--- src/rtl/ssef_pkg.sv ---
package ssef_pkg;

	// Number formats
	localparam int DATA_WIDTH = 32;
	localparam int FRAC_BITS  = 16;
	localparam int STEP_WIDTH = 24;
	localparam int STEP_FRAC  = 24;

	// Shared multiplier: both operands signed, one bit wider than a sample so that
	// the unsigned step size and the unsigned low part of d both fit.
	localparam int MUL_W  = DATA_WIDTH + 1;
	localparam int PROD_W = 2 * MUL_W;
	// d holds u less three coefficient terms; the accumulator also holds x2 + h*d.
	localparam int D_W    = 2 * DATA_WIDTH - FRAC_BITS + 2;
	localparam int ACC_W  = 2 * DATA_WIDTH - FRAC_BITS + 4;
	// Shift that places h * d_hi, where d_hi carries weight 2^DATA_WIDTH.
	localparam int UP_SHIFT = DATA_WIDTH - STEP_FRAC;

	localparam logic [STEP_WIDTH-1:0] STEP_RESET = STEP_WIDTH'(16777);

	// Sequencer step numbering
	localparam int STEP_CNT_W = 4;
	localparam logic [STEP_CNT_W-1:0] LAST_ISSUE = STEP_CNT_W'(8);
	localparam logic [STEP_CNT_W-1:0] DRAIN_STEP = STEP_CNT_W'(9);

	// Configuration register indexes
	localparam int CFG_IDX_W = 3;
	typedef enum logic [CFG_IDX_W-1:0] {
		REG_A0,
		REG_A1,
		REG_A2,
		REG_B0,
		REG_B1,
		REG_STEP
	} cfg_reg_t;

	typedef struct packed {
		logic [DATA_WIDTH-1:0] a0;
		logic [DATA_WIDTH-1:0] a1;
		logic [DATA_WIDTH-1:0] a2;
		logic [DATA_WIDTH-1:0] b0;
		logic [DATA_WIDTH-1:0] b1;
		logic [STEP_WIDTH-1:0] h;
	} coef_t;

	typedef enum logic [2:0] {
		A_B0,
		A_B1,
		A_A0,
		A_A1,
		A_A2,
		A_H
	} a_sel_t;

	typedef enum logic [2:0] {
		B_X0,
		B_X1,
		B_X2,
		B_DLO,
		B_DHI
	} b_sel_t;

	typedef enum logic [1:0] {
		SH_FRAC,
		SH_STEP,
		SH_UP
	} shift_t;

	typedef enum logic [2:0] {
		BASE_ACC,
		BASE_ZERO,
		BASE_U,
		BASE_X0,
		BASE_X1,
		BASE_X2
	} base_t;

	typedef enum logic [2:0] {
		WB_NONE,
		WB_Y,
		WB_D,
		WB_X0,
		WB_X1,
		WB_X2
	} wb_t;

	typedef struct packed {
		logic   valid;
		a_sel_t a_sel;
		b_sel_t b_sel;
		shift_t shift;
		base_t  base;
		logic   sub;
		wb_t    wb;
	} step_ctl_t;

	typedef struct packed {
		logic idle;
		logic finish;
	} seq_stat_t;

	typedef struct packed {
		logic [DATA_WIDTH-1:0] sample;
		logic                  sat;
	} dp_res_t;

	typedef struct packed {
		logic [DATA_WIDTH-1:0] val;
		logic                  hit;
	} clip_t;

	typedef enum logic [1:0] {
		ST_IDLE,
		ST_RUN,
		ST_DONE
	} seq_state_t;

	localparam step_ctl_t CTL_NOP = '{valid: 1'b0, a_sel: A_B0, b_sel: B_X0, shift: SH_FRAC,
		base: BASE_ACC, sub: 1'b0, wb: WB_NONE};

	// Micro-program: one multiply per step, accumulated in the following cycle.
	function automatic step_ctl_t step_ctl(input logic [STEP_CNT_W-1:0] step);
		step_ctl_t c;
		c = CTL_NOP;
		c.valid = 1'b1;
		case (step)
			4'd0: begin
				c.a_sel = A_B0; c.b_sel = B_X0; c.shift = SH_FRAC; c.base = BASE_ZERO;
			end
			4'd1: begin
				c.a_sel = A_B1; c.b_sel = B_X1; c.shift = SH_FRAC; c.base = BASE_ACC;
				c.wb = WB_Y;
			end
			4'd2: begin
				c.a_sel = A_A0; c.b_sel = B_X0; c.shift = SH_FRAC; c.base = BASE_U;
				c.sub = 1'b1;
			end
			4'd3: begin
				c.a_sel = A_A1; c.b_sel = B_X1; c.shift = SH_FRAC; c.base = BASE_ACC;
				c.sub = 1'b1;
			end
			4'd4: begin
				c.a_sel = A_A2; c.b_sel = B_X2; c.shift = SH_FRAC; c.base = BASE_ACC;
				c.sub = 1'b1; c.wb = WB_D;
			end
			4'd5: begin
				c.a_sel = A_H; c.b_sel = B_X1; c.shift = SH_STEP; c.base = BASE_X0;
				c.wb = WB_X0;
			end
			4'd6: begin
				c.a_sel = A_H; c.b_sel = B_X2; c.shift = SH_STEP; c.base = BASE_X1;
				c.wb = WB_X1;
			end
			4'd7: begin
				c.a_sel = A_H; c.b_sel = B_DLO; c.shift = SH_STEP; c.base = BASE_X2;
			end
			4'd8: begin
				c.a_sel = A_H; c.b_sel = B_DHI; c.shift = SH_UP; c.base = BASE_ACC;
				c.wb = WB_X2;
			end
			default: begin
				c = CTL_NOP;
			end
		endcase
		return c;
	endfunction

	// Saturate an accumulator value to the sample range.
	function automatic clip_t clip_acc(input logic [ACC_W-1:0] acc);
		clip_t                     r;
		logic [ACC_W-DATA_WIDTH:0] upper;
		upper = acc[ACC_W-1:DATA_WIDTH-1];
		r.hit = !((&upper) || !(|upper));
		if (!r.hit) begin
			r.val = acc[DATA_WIDTH-1:0];
		end else if (acc[ACC_W-1]) begin
			r.val = {1'b1, {(DATA_WIDTH-1){1'b0}}};
		end else begin
			r.val = {1'b0, {(DATA_WIDTH-1){1'b1}}};
		end
		return r;
	endfunction

endpackage

--- src/rtl/ssef_if.sv ---
interface ssef_in_if;
	import ssef_pkg::*;

	logic                  valid;
	logic                  ready;
	logic [DATA_WIDTH-1:0] sample_in;
	logic                  restart;

	modport source (output valid, output sample_in, output restart, input ready);
	modport sink (input valid, input sample_in, input restart, output ready);
endinterface

interface ssef_out_if;
	import ssef_pkg::*;

	logic                  valid;
	logic                  ready;
	logic [DATA_WIDTH-1:0] sample_out;
	logic                  saturated;

	modport source (output valid, output sample_out, output saturated, input ready);
	modport sink (input valid, input sample_out, input saturated, output ready);
endinterface

--- src/rtl/third_order_state_space_euler_filter.sv ---
// Third-order state-space filter in controllable canonical form, advanced by one
// forward Euler step for every input sample.
//
// Channels: in_ch carries the excitation sample and a restart bit; out_ch returns
// the output sample and a flag that is set when any state value or the output had
// to be clipped during that step. Both use a valid/ready transfer. The user must
// write coefficients and step size via cfg_we/cfg_index/cfg_data only while the
// block is idle, which is not enforced. An index past REG_STEP is ignored.
//
// Sequencing: one shared 33 x 33 multiplier performs nine products per sample,
// with the accumulator working on each product in the cycle after it. The block
// takes no new sample until the result has been handed to the output register;
// the result becomes valid at the same edge at which in_ch.ready returns.
//
// Reset clears the state, the coefficients (step size returns to about 0.001) and
// the output valid flag. When the receiver stalls, a finished result waits in the
// datapath until the output register is free, and no new sample is taken meanwhile.
module third_order_state_space_euler_filter (
	input  logic                                clk,
	input  logic                                arst_n,
	ssef_in_if.sink                             in_ch,
	ssef_out_if.source                          out_ch,
	input  logic                                cfg_we,
	input  logic [ssef_pkg::CFG_IDX_W-1:0]      cfg_index,
	input  logic [ssef_pkg::DATA_WIDTH-1:0]     cfg_data
);
	import ssef_pkg::*;

	coef_t                 coef_q;
	step_ctl_t             ctl;
	seq_stat_t             stat;
	dp_res_t               res;
	logic                  in_fire;
	logic                  out_free;
	logic                  out_valid_q;
	logic [DATA_WIDTH-1:0] sample_out_q;
	logic                  sat_out_q;

	assign in_ch.ready = stat.idle;
	assign in_fire     = in_ch.valid && stat.idle;
	// The output register can take a new result when it is empty or being emptied.
	assign out_free    = !out_valid_q || out_ch.ready;

	// Configuration registers.
	always_ff @(posedge clk or negedge arst_n) begin
		if (!arst_n) begin
			coef_q.a0 <= '0;
			coef_q.a1 <= '0;
			coef_q.a2 <= '0;
			coef_q.b0 <= '0;
			coef_q.b1 <= '0;
			coef_q.h  <= STEP_RESET;
		end else if (cfg_we) begin
			case (cfg_index)
				REG_A0:   coef_q.a0 <= cfg_data;
				REG_A1:   coef_q.a1 <= cfg_data;
				REG_A2:   coef_q.a2 <= cfg_data;
				REG_B0:   coef_q.b0 <= cfg_data;
				REG_B1:   coef_q.b1 <= cfg_data;
				REG_STEP: coef_q.h  <= cfg_data[STEP_WIDTH-1:0];
				default:  coef_q    <= coef_q;
			endcase
		end
	end

	ssef_seq u_seq (
		.clk      (clk),
		.arst_n   (arst_n),
		.start    (in_fire),
		.out_free (out_free),
		.ctl      (ctl),
		.stat     (stat)
	);

	ssef_dp u_dp (
		.clk     (clk),
		.arst_n  (arst_n),
		.start   (in_fire),
		.restart (in_ch.restart),
		.sample  (in_ch.sample_in),
		.coef    (coef_q),
		.ctl     (ctl),
		.res     (res)
	);

	// Output register: decouples the finished result from the receiver.
	always_ff @(posedge clk or negedge arst_n) begin
		if (!arst_n) begin
			out_valid_q <= 1'b0;
		end else if (stat.finish) begin
			out_valid_q <= 1'b1;
		end else if (out_ch.ready) begin
			out_valid_q <= 1'b0;
		end
	end

	always_ff @(posedge clk) begin
		if (stat.finish) begin
			sample_out_q <= res.sample;
			sat_out_q    <= res.sat;
		end
	end

	assign out_ch.valid      = out_valid_q;
	assign out_ch.sample_out = sample_out_q;
	assign out_ch.saturated  = sat_out_q;

	// A transfer in starts the sequence, so the block is busy on the next cycle.
	assert property (@(posedge clk) disable iff (!arst_n) in_fire |=> !in_ch.ready)
		else $error("input taken while the sequence was running");

	// A result is only handed over when the output register has room for it.
	assert property (@(posedge clk) disable iff (!arst_n) stat.finish |-> out_free)
		else $error("result handed over while the output register was full");

	assert property (@(posedge clk) disable iff (!arst_n) stat.finish |=> out_valid_q)
		else $error("finished result not presented on the output");

	// The sequencer never finishes while a new sample is being accepted.
	assert property (@(posedge clk) disable iff (!arst_n) !(stat.finish && in_fire))
		else $error("result hand-over and input transfer in the same cycle");

endmodule

--- src/rtl/ssef_seq.sv ---
module ssef_seq (
	input  logic                  clk,
	input  logic                  arst_n,
	input  logic                  start,
	input  logic                  out_free,
	output ssef_pkg::step_ctl_t   ctl,
	output ssef_pkg::seq_stat_t   stat
);
	import ssef_pkg::*;

	seq_state_t            state_q;
	seq_state_t            state_next;
	logic [STEP_CNT_W-1:0] step_q;

	always_ff @(posedge clk or negedge arst_n) begin
		if (!arst_n) begin
			state_q <= ST_IDLE;
			step_q  <= '0;
		end else begin
			state_q <= state_next;
			if (state_q == ST_RUN) begin
				step_q <= step_q + STEP_CNT_W'(1);
			end else begin
				step_q <= '0;
			end
		end
	end

	always_comb begin
		state_next = state_q;
		case (state_q)
			ST_IDLE: begin
				if (start) state_next = ST_RUN;
			end
			ST_RUN: begin
				if (step_q == DRAIN_STEP) state_next = ST_DONE;
			end
			ST_DONE: begin
				if (out_free) state_next = ST_IDLE;
			end
			default: begin
				state_next = ST_IDLE;
			end
		endcase
	end

	always_comb begin
		ctl         = CTL_NOP;
		stat.idle   = 1'b0;
		stat.finish = 1'b0;
		case (state_q)
			ST_IDLE: begin
				stat.idle = 1'b1;
			end
			ST_RUN: begin
				if (step_q <= LAST_ISSUE) ctl = step_ctl(step_q);
			end
			ST_DONE: begin
				stat.finish = out_free;
			end
			default: begin
				ctl = CTL_NOP;
			end
		endcase
	end

endmodule

--- src/rtl/ssef_dp.sv ---
module ssef_dp (
	input  logic                                clk,
	input  logic                                arst_n,
	input  logic                                start,
	input  logic                                restart,
	input  logic [ssef_pkg::DATA_WIDTH-1:0]     sample,
	input  ssef_pkg::coef_t                     coef,
	input  ssef_pkg::step_ctl_t                 ctl,
	output ssef_pkg::dp_res_t                   res
);
	import ssef_pkg::*;

	logic [DATA_WIDTH-1:0]   x0_q, x1_q, x2_q;
	logic [DATA_WIDTH-1:0]   u_q;
	logic [DATA_WIDTH-1:0]   y_q;
	logic [D_W-1:0]          d_q;
	logic [ACC_W-1:0]        acc_q;
	logic                    sat_q;
	logic signed [MUL_W-1:0] a_op, b_op;
	logic signed [PROD_W-1:0] prod, prod_s1, shifted;
	step_ctl_t               ctl_s1;
	logic [ACC_W-1:0]        term, base, acc_next;
	clip_t                   clip;

	// Operand selection and the shared multiplier.
	always_comb begin
		case (ctl.a_sel)
			A_B0:    a_op = MUL_W'($signed(coef.b0));
			A_B1:    a_op = MUL_W'($signed(coef.b1));
			A_A0:    a_op = MUL_W'($signed(coef.a0));
			A_A1:    a_op = MUL_W'($signed(coef.a1));
			A_A2:    a_op = MUL_W'($signed(coef.a2));
			A_H:     a_op = $signed(MUL_W'(coef.h));
			default: a_op = '0;
		endcase
		case (ctl.b_sel)
			B_X0:    b_op = MUL_W'($signed(x0_q));
			B_X1:    b_op = MUL_W'($signed(x1_q));
			B_X2:    b_op = MUL_W'($signed(x2_q));
			B_DLO:   b_op = $signed({1'b0, d_q[DATA_WIDTH-1:0]});
			B_DHI:   b_op = MUL_W'($signed(d_q[D_W-1:DATA_WIDTH]));
			default: b_op = '0;
		endcase
	end

	assign prod = a_op * b_op;

	// Accumulate stage: scale the registered product and add it to the chosen base.
	always_comb begin
		case (ctl_s1.shift)
			SH_FRAC: shifted = prod_s1 >>> FRAC_BITS;
			SH_STEP: shifted = prod_s1 >>> STEP_FRAC;
			SH_UP:   shifted = prod_s1 <<< UP_SHIFT;
			default: shifted = '0;
		endcase
		term = shifted[ACC_W-1:0];
		case (ctl_s1.base)
			BASE_ACC:  base = acc_q;
			BASE_ZERO: base = '0;
			BASE_U:    base = ACC_W'($signed(u_q));
			BASE_X0:   base = ACC_W'($signed(x0_q));
			BASE_X1:   base = ACC_W'($signed(x1_q));
			BASE_X2:   base = ACC_W'($signed(x2_q));
			default:   base = '0;
		endcase
		acc_next = ctl_s1.sub ? base - term : base + term;
		clip     = clip_acc(acc_next);
	end

	always_ff @(posedge clk or negedge arst_n) begin
		if (!arst_n) begin
			x0_q   <= '0;
			x1_q   <= '0;
			x2_q   <= '0;
			sat_q  <= 1'b0;
			ctl_s1 <= CTL_NOP;
		end else begin
			ctl_s1 <= ctl;
			if (start) begin
				sat_q <= 1'b0;
				if (restart) begin
					x0_q <= '0;
					x1_q <= '0;
					x2_q <= '0;
				end
			end else if (ctl_s1.valid) begin
				case (ctl_s1.wb)
					WB_Y: sat_q <= sat_q | clip.hit;
					WB_X0: begin
						x0_q  <= clip.val;
						sat_q <= sat_q | clip.hit;
					end
					WB_X1: begin
						x1_q  <= clip.val;
						sat_q <= sat_q | clip.hit;
					end
					WB_X2: begin
						x2_q  <= clip.val;
						sat_q <= sat_q | clip.hit;
					end
					default: begin
						sat_q <= sat_q;
					end
				endcase
			end
		end
	end

	always_ff @(posedge clk) begin
		if (start) u_q <= sample;
		if (ctl.valid) prod_s1 <= prod;
		if (ctl_s1.valid) begin
			acc_q <= acc_next;
			if (ctl_s1.wb == WB_Y) y_q <= clip.val;
			if (ctl_s1.wb == WB_D) d_q <= acc_next[D_W-1:0];
		end
	end

	assign res.sample = y_q;
	assign res.sat    = sat_q;

endmodule
--- src/flat_wrapper.sv ---
// flat-port wrapper written by rule: the top's interface ports become plain ports
module third_order_state_space_euler_filter_flat import ssef_pkg::*;
  (clk, arst_n, cfg_we, cfg_index, cfg_data, in_ch_valid, in_ch_sample_in, in_ch_restart, in_ch_ready, out_ch_valid, out_ch_sample_out, out_ch_saturated, out_ch_ready);
  ssef_in_if in_ch_i ();
  ssef_out_if out_ch_i ();
  input  logic clk;
  input  logic arst_n;
  input  logic cfg_we;
  input  logic [ssef_pkg::CFG_IDX_W-1:0] cfg_index;
  input  logic [ssef_pkg::DATA_WIDTH-1:0] cfg_data;
  input wire logic [$bits(in_ch_i.valid)-1:0] in_ch_valid;
  input wire logic [$bits(in_ch_i.sample_in)-1:0] in_ch_sample_in;
  input wire logic [$bits(in_ch_i.restart)-1:0] in_ch_restart;
  output wire logic [$bits(in_ch_i.ready)-1:0] in_ch_ready;
  output wire logic [$bits(out_ch_i.valid)-1:0] out_ch_valid;
  output wire logic [$bits(out_ch_i.sample_out)-1:0] out_ch_sample_out;
  output wire logic [$bits(out_ch_i.saturated)-1:0] out_ch_saturated;
  input wire logic [$bits(out_ch_i.ready)-1:0] out_ch_ready;
  assign in_ch_i.valid = in_ch_valid;
  assign in_ch_i.sample_in = in_ch_sample_in;
  assign in_ch_i.restart = in_ch_restart;
  assign in_ch_ready = in_ch_i.ready;
  assign out_ch_valid = out_ch_i.valid;
  assign out_ch_sample_out = out_ch_i.sample_out;
  assign out_ch_saturated = out_ch_i.saturated;
  assign out_ch_i.ready = out_ch_ready;
  third_order_state_space_euler_filter u_core (.clk(clk), .arst_n(arst_n), .in_ch(in_ch_i), .out_ch(out_ch_i), .cfg_we(cfg_we), .cfg_index(cfg_index), .cfg_data(cfg_data));
endmodule
--- config.mk ---
export PLATFORM = sky130hd
export DESIGN_NAME = third_order_state_space_euler_filter_flat
export DESIGN_NICKNAME = d
export VERILOG_FILES = /design/src/rtl/ssef_pkg.sv /design/src/rtl/ssef_if.sv /design/src/rtl/third_order_state_space_euler_filter.sv /design/src/rtl/ssef_seq.sv /design/src/rtl/ssef_dp.sv /design/src/flat_wrapper.sv
export SDC_FILE = /design/constraint.sdc
export NUM_CORES = 2
export LEC_CHECK = 0
export ABC_AREA = 1
export BUFFER_PORTS_ARGS = -buffer_cell sky130_fd_sc_hd__buf_4
export CORE_AREA = 2 2 353 390
export DETAILED_ROUTE_END_ITERATION = 8
export DIE_AREA = 0 0 355 392
export PLACE_DENSITY = 0.68
export SLEW_MARGIN = 20
export SYNTH_ARGS = -nofsm -noshare
export SYNTH_HDL_FRONTEND = slang
export SYNTH_SLANG_ARGS = --single-unit
export TNS_END_PERCENT = 30
--- constraint.sdc ---
create_clock -name clk -period 15.62 [get_ports clk]
set_clock_uncertainty 0.1 [all_clocks]
set_input_delay 2.343 -clock clk [delete_from_list [all_inputs] [get_ports clk]]
set_output_delay 2.343 -clock clk [all_outputs]
set_load 0.02 [all_outputs]
After elaboration in Yosys (flattened, before gate mapping)
Index checks and enable logic that the tools add are counted.

word-level totals
  register bits after elaboration = 563
  bits of input ports = 73

cells by class
  add/sub/neg operators = 3
  multiply operators = 1
  order comparisons = 1
  eq/ne operators = 40
  muxes and demuxes = 35
  bitwise gates (word level) = 1
  reduce and logical (&&, ||, !) cells = 37

operators by type and width
  operator            number
  $mux 32             12
  $pmux 52 s5         1
  $pmux 33 s6         1
  $pmux 33 s5         1
  $pmux 52 s3         1
  $pmux 11 s9         1
  $mul 33x33->66      1
  $add 52x52->52      1
  $mux 52             1
  $sub 52x52->52      1
  $mux 16             2
  $eq 3x2->1 const B  10
  $eq 3x3->1 const B  9
  $reduce_and 21->1   1
  $reduce_or 21->1    1
  $reduce_and 2->1    9
  $eq 4x3->1 const B  4
  $pmux 3 s5          1
  $eq 3x1->1 const B  4
  $logic_not 3->1     4
  $reduce_and 3->1    4
  $reduce_bool 2->1   6
  $mux 1              9
  $reduce_or 9->1     1
  20 further kinds    32

Logic depth before layout (Yosys ltp)
  depth in word-level cells = 12
  gate-level depth with buffers = 46

Hierarchy
A second synthesis with hierarchy kept.

unflattened totals
  cells, all modules = 8400
  area, all modules = 68781.0 µm²

by module, submodules not included
  module                                instances  cells an instance  area each (µm²)  seq. area each (µm²)
  ssef_dp                               1          7476               60066.4          9644.2
  third_order_state_space_euler_filter  1          846                8187.9           5626.6
  ssef_seq                              1          78                 526.8            150.1

Worst setup path before layout
Ideal clock, no wire load.

  path type = register -> register
  start point = reg u_core.u_seq.step_q[0]
  end point = reg u_core.u_dp.prod_s1[65], data pin
  setup time = 260 ps
  arrival time = 9172 ps
  path slack = 6088 ps
  stages on the path, launching flop included = 37
  buffers on the path = 2
  clock period less this slack = 9532 ps
  cells stage by stage = dfrtp_1 inv_1 ha_1 o21ai_1 nand2_1 a31oi_1 nand2_1 a21oi_1 nand2_1 inv_1 clkbuf_1 a22oi_1 nand3_1 inv_2 buf_2 nor2_1 fa_1 fa_1 fa_1 fa_1 inv_1 fa_1 inv_1 fa_1 inv_1 fa_1 fa_1 inv_1 ha_1 inv_1 nor3_1 inv_1 nor2_1 a2111oi_0 nand2_1 a31o_2 xor2_1

on the way
  cells in the longest elaborated chain, start to end = 7
  elaborated cells between the ends (all ways) = 27
  classes of those cells = mul (1); order compare (1); eq/ne (17); mux (5); reduce/logical (3)

ends and longest elaborated chain
  what                                        RTL line                      RTL
  start, declared                             ssef_seq.sv:13                logic [STEP_CNT_W-1:0] step_q;
  start signal, assigned                      ssef_seq.sv:22                step_q <= step_q + STEP_CNT_W'(1);
  $eq 4x4->1, or another cell as far along    ssef_pkg.sv:126               case (step)
  $pmux 11 s9                                 ssef_pkg.sv:126
  $mux 16 *                                   ssef_seq.sv:56                if (step_q <= LAST_ISSUE) ctl = step_ctl(step_q);
  $mux 16 *                                   ssef_seq.sv:51                case (state_q)
  $eq 3x3->1, or another cell as far along    ssef_dp.sv:27                 case (ctl.a_sel)
  $pmux 33 s6 or $pmux 33 s5 (tied branches)  ssef_dp.sv:27, ssef_dp.sv:36
  $mul 33x33->66 *                            ssef_dp.sv:46                 assign prod = a_op * b_op;
  net u_core.u_dp.prod[65]                    ssef_dp.sv:20                 logic signed [PROD_W-1:0] prod, prod_s1, shifted;
  end signal, assigned                        ssef_dp.sv:111                if (ctl.valid) prod_s1 <= prod;
  end, declared                               ssef_dp.sv:20

Mark *: on every way through the listed nets, which the timed path passes. The rest lies on a longest branch.
A chain may end at the register's enable or synchronous reset.

Worst setup path after layout
Same ends and word-level chain as after synthesis.

==> out/results.env <==
RUN_STATUS='complete, no violations'
SETUP.WORST_PATH.END_CLASS='flip-flop'
CTS_HOLD_BUFFERS=0
ASYNC_FLOP_SHARE_PCT=52.9
CRITICAL_PATH_ARRIVAL_PS=11750
POST_CTS_RESIZE_COUNT=0
CTS_NUM_SINKS=563
SYN-CELL-AREA_UM2=67300
ROUTED-VIA-COUNT=55136
DR.PASS1.ITERS=7
IO_BUFFER_COUNT=107
LARGEST_NET_DEGREE_AT_THE_START_OF_GLOBAL_ROUTING=126
CRIT_REQUIRED_PS=15920
AREAGROWTHSYNTHTOFINISH_PCT=7.74
FINAL_CELL_MIX='nand2_1, inv_1, fa_1, nor2_1, o21ai_0'
FILLERINSTANCES=12743
GRT_PASS1_WL_MM=362
MAXCAP_VIOLATIONS=0
SYNTHESIS.YOSYS.WARNINGS=0
VIAS_PER_CELL=5.57
SYNTH_EDF_COUNT=265
TOTAL_CTS_BUFFERS=66
TRITONCTS='yes'
TIMING.FMAX_MHz=87.3
WORSTPATHMAXFANOUT=32
DR.FIRST_ITER.DRC_COUNT=5210
RSZ0062_AT_GRT='no'
YOSYSSEQAREASHARE_PCT=22.9
VIA_COUNT_OF_THE_FIRST_GLOBAL_ROUTING_PASS=58216
CRITICALPATHCATEGORY='flip-flop to flip-flop'
YS_FF_LATCH=563
CRITICAL-PATH-TOP-CELL-BY-COUNT='fa_1'
DRC=0
CTSHTREEMAXLEVEL=3
CLOCKBUFFERDEPTH=3
ANTENNA_FOUND_INITIAL=4
CLKTRANSATPATHREGS_PS=60
GLOBALROUTETOTALUTIL_PCT=35.2
MEASURED_SLEW_AT_THE_WORST_SLEW_CHECK_PIN_PS=1090
AVGROUTEDWIREPERCELL_UM=24.2
ROUTED_WL_MM=240
SYN_AVG_CELL_AREA_UM2=8.36
GRT-OVFL-TOTAL=0
ANT_NETS=0
DIE_AREA_UM2=139000
SYN-NUM-NETS=9522
LAYOUT_WORST_PATH_CYCLE_SHARE_PCT=73.3
INITIAL_UTIL_PCT=49.7
FINAL_NET_COUNT=9518
CTS-ROOT-BUF='clkbuf_16'
DPL.HPWL_MM=190
CTS.REPAIR_TIMING.SETUP_BUFFER_COUNT=0
FINALCRITICALPERIOD_PS=11450
FOOTPRINT_OF_THE_MULTI_INPUT_GATES_UM2=44400
SYNTHFLOPTYPE='dfrtp_1'
DIE_HEIGHT_UM=392
GPL.FINAL_WEIGHTED_CONGESTION=1.00
CLK-INSERTION-DELAY-LATE_PS=690
SYN_INST=8053
TIMING.CRITICAL_PATH.FROM_TYPE='flip-flop'
FINALSETUPVIOLATIONS=0
CRITICAL-PATH-TOP-DELAY-FAMILY='adder cells'
SLEW_HEADROOM_PCT=27.6
MAX_STAGE_DELAY_PS=1100
DIEWIDTH_UM=355
LAYOUT-DRIVE-GT1-SHARE_PCT=5.58
CRITICAL_PATH.N_BUFFERS_INVERTERS=6
NETLIST-CELL-TYPE-COUNT=56
MIN_PATH_TYPE='flip-flop to flip-flop'
FINAL.SETUP.TNS_PS=0
BOUNDARYPINS=108
HOLD_VIOLATIONS=0
SLEW_VIOL_FINAL=0
FINISH.UTILIZATION_PCT=53.6
PLACEMENTROWS=142
MOSTFREQUENTLAYOUTCELL='nand2_1'
SEQCELLAREA_UM2=15400
CRITICAL_PATH_S_SLOWEST_CELL='fa_1'
CORE_REGION_AREA_UM2=135000
==> flip-flops by register name (all words and copies together) (netlist names), 4 cells and up <==
name	cells
u_core.coef_q	184
u_core.u_dp.prod_s1	66
u_core.u_dp.acc_q	52
u_core.u_dp.d_q	50
u_core.out_ch.sample_out	32
u_core.u_dp.u_q	32
u_core.u_dp.x0_q	32
u_core.u_dp.x1_q	32
u_core.u_dp.x2_q	32
u_core.u_dp.y_q	32
u_core.u_dp.ctl_s1	10
u_core.u_seq.step_q	4
==> synth_stat cells, types with 9 or more instances <==
cell type  count  area (µm²)
inv_1       1705        6400
nor3_1        39         195
nand3_1      280        1400
dfrtp_1      293        7330
nand2_1     1941        7290
o21ai_1       12        60.1
a31oi_1       39         244
ha_1         273        3420
buf_2         35         175
nor2_2        19         119
a21oi_1      139         696
o21ai_0      317        1590
nor2_1       791        2970
and3_1         9        56.3
a22oi_1       32         240
a22o_1        27         236
nor4_1        17         106
xor2_1        97         850
a21o_1        10        75.1
o22ai_1       52         325
inv_2         19        71.3
clkbuf_1     236         886
fa_1        1123       22500
o21bai_1      12        90.1
nand2_2       31         194
nand4_1       58         363
o21a_1        10        75.1
edfxtp_1     265        7960
buf_1         21        78.8
xnor2_1       54         473
a221oi_1      26         228
o211ai_1       9        67.6
clkinv_1       9        33.8
==> logic make-up after synthesis <==
group | synth area share (%)
simple gates | 19.2
buf+inv | 11.5
fa+ha+maj | 38.5
compound gates | 6.00
flops | 22.9
xor+xnor | 1.96
==> per-stage QoR <==
stage / worst slack, ps / instance area, µm² / std cells / hold slack (ps)
6_report: 4170 / 72600 / 9901 / 318
5_1_grt: 3420 / 72600 / 9901 / 323
3_3_place_gp: 4010 / 70200 / 9780 / 302
4_1_cts: 4210 / 72500 / 9900 / 319
3_5_place_dp: 4280 / 70300 / 9781 / 305
2_1_floorplan: 6090 / 67300 / 8053 / 300
==> layout make-up <==
type / count / share of cell area (%)
Clock buffer: 92 / 2.55
Clock inverter: 27 / 0.598
Sequential cell: 563 / 21.3
Inverter: 1733 / 8.96
Timing Repair Buffer: 229 / 2.38
Antenna cell: 1 / 0.00345
Multi-Input combinational cell: 5456 / 61.1
Tap cell: 1800 / 3.10
==> routing by layer <==
| layer | GRT usage, % | vias up | routed length [µm] |
|---|---|---|---|
| li1 | - | 24251 | - |
| met1 | 43.0 | 27659 | 89800 |
| met2 | 58.8 | 2557 | 114000 |
| met3 | 6.34 | 667 | 19100 |
| met4 | 20.1 | 2 | 16500 |
| met5 | 0 | - | 11 |
==> worst paths after layout <==
kind                                        startpoint                           to  slack (ps)  depth (start not counted)
worst max-delay path            u_core.u_seq.step_q[0]      u_core.u_dp.prod_s1[65]        4170                         32
worst min-delay path                u_core.u_dp.y_q[8]  u_core.out_ch.sample_out[8]         320                          0
worst max register to register  u_core.u_seq.step_q[0]      u_core.u_dp.prod_s1[65]        4170                         32
worst min register to register      u_core.u_dp.y_q[8]  u_core.out_ch.sample_out[8]         320                          0
max in group asynchronous                       arst_n          u_core.u_dp.x1_q[5]       11480                          3
min in group asynchronous                       arst_n           u_core.coef_q[167]        1660                          1
Power is left out: the tool's default activity adds up to more than one toggle a clock period on the data nets, which glitch-free logic cannot reach.
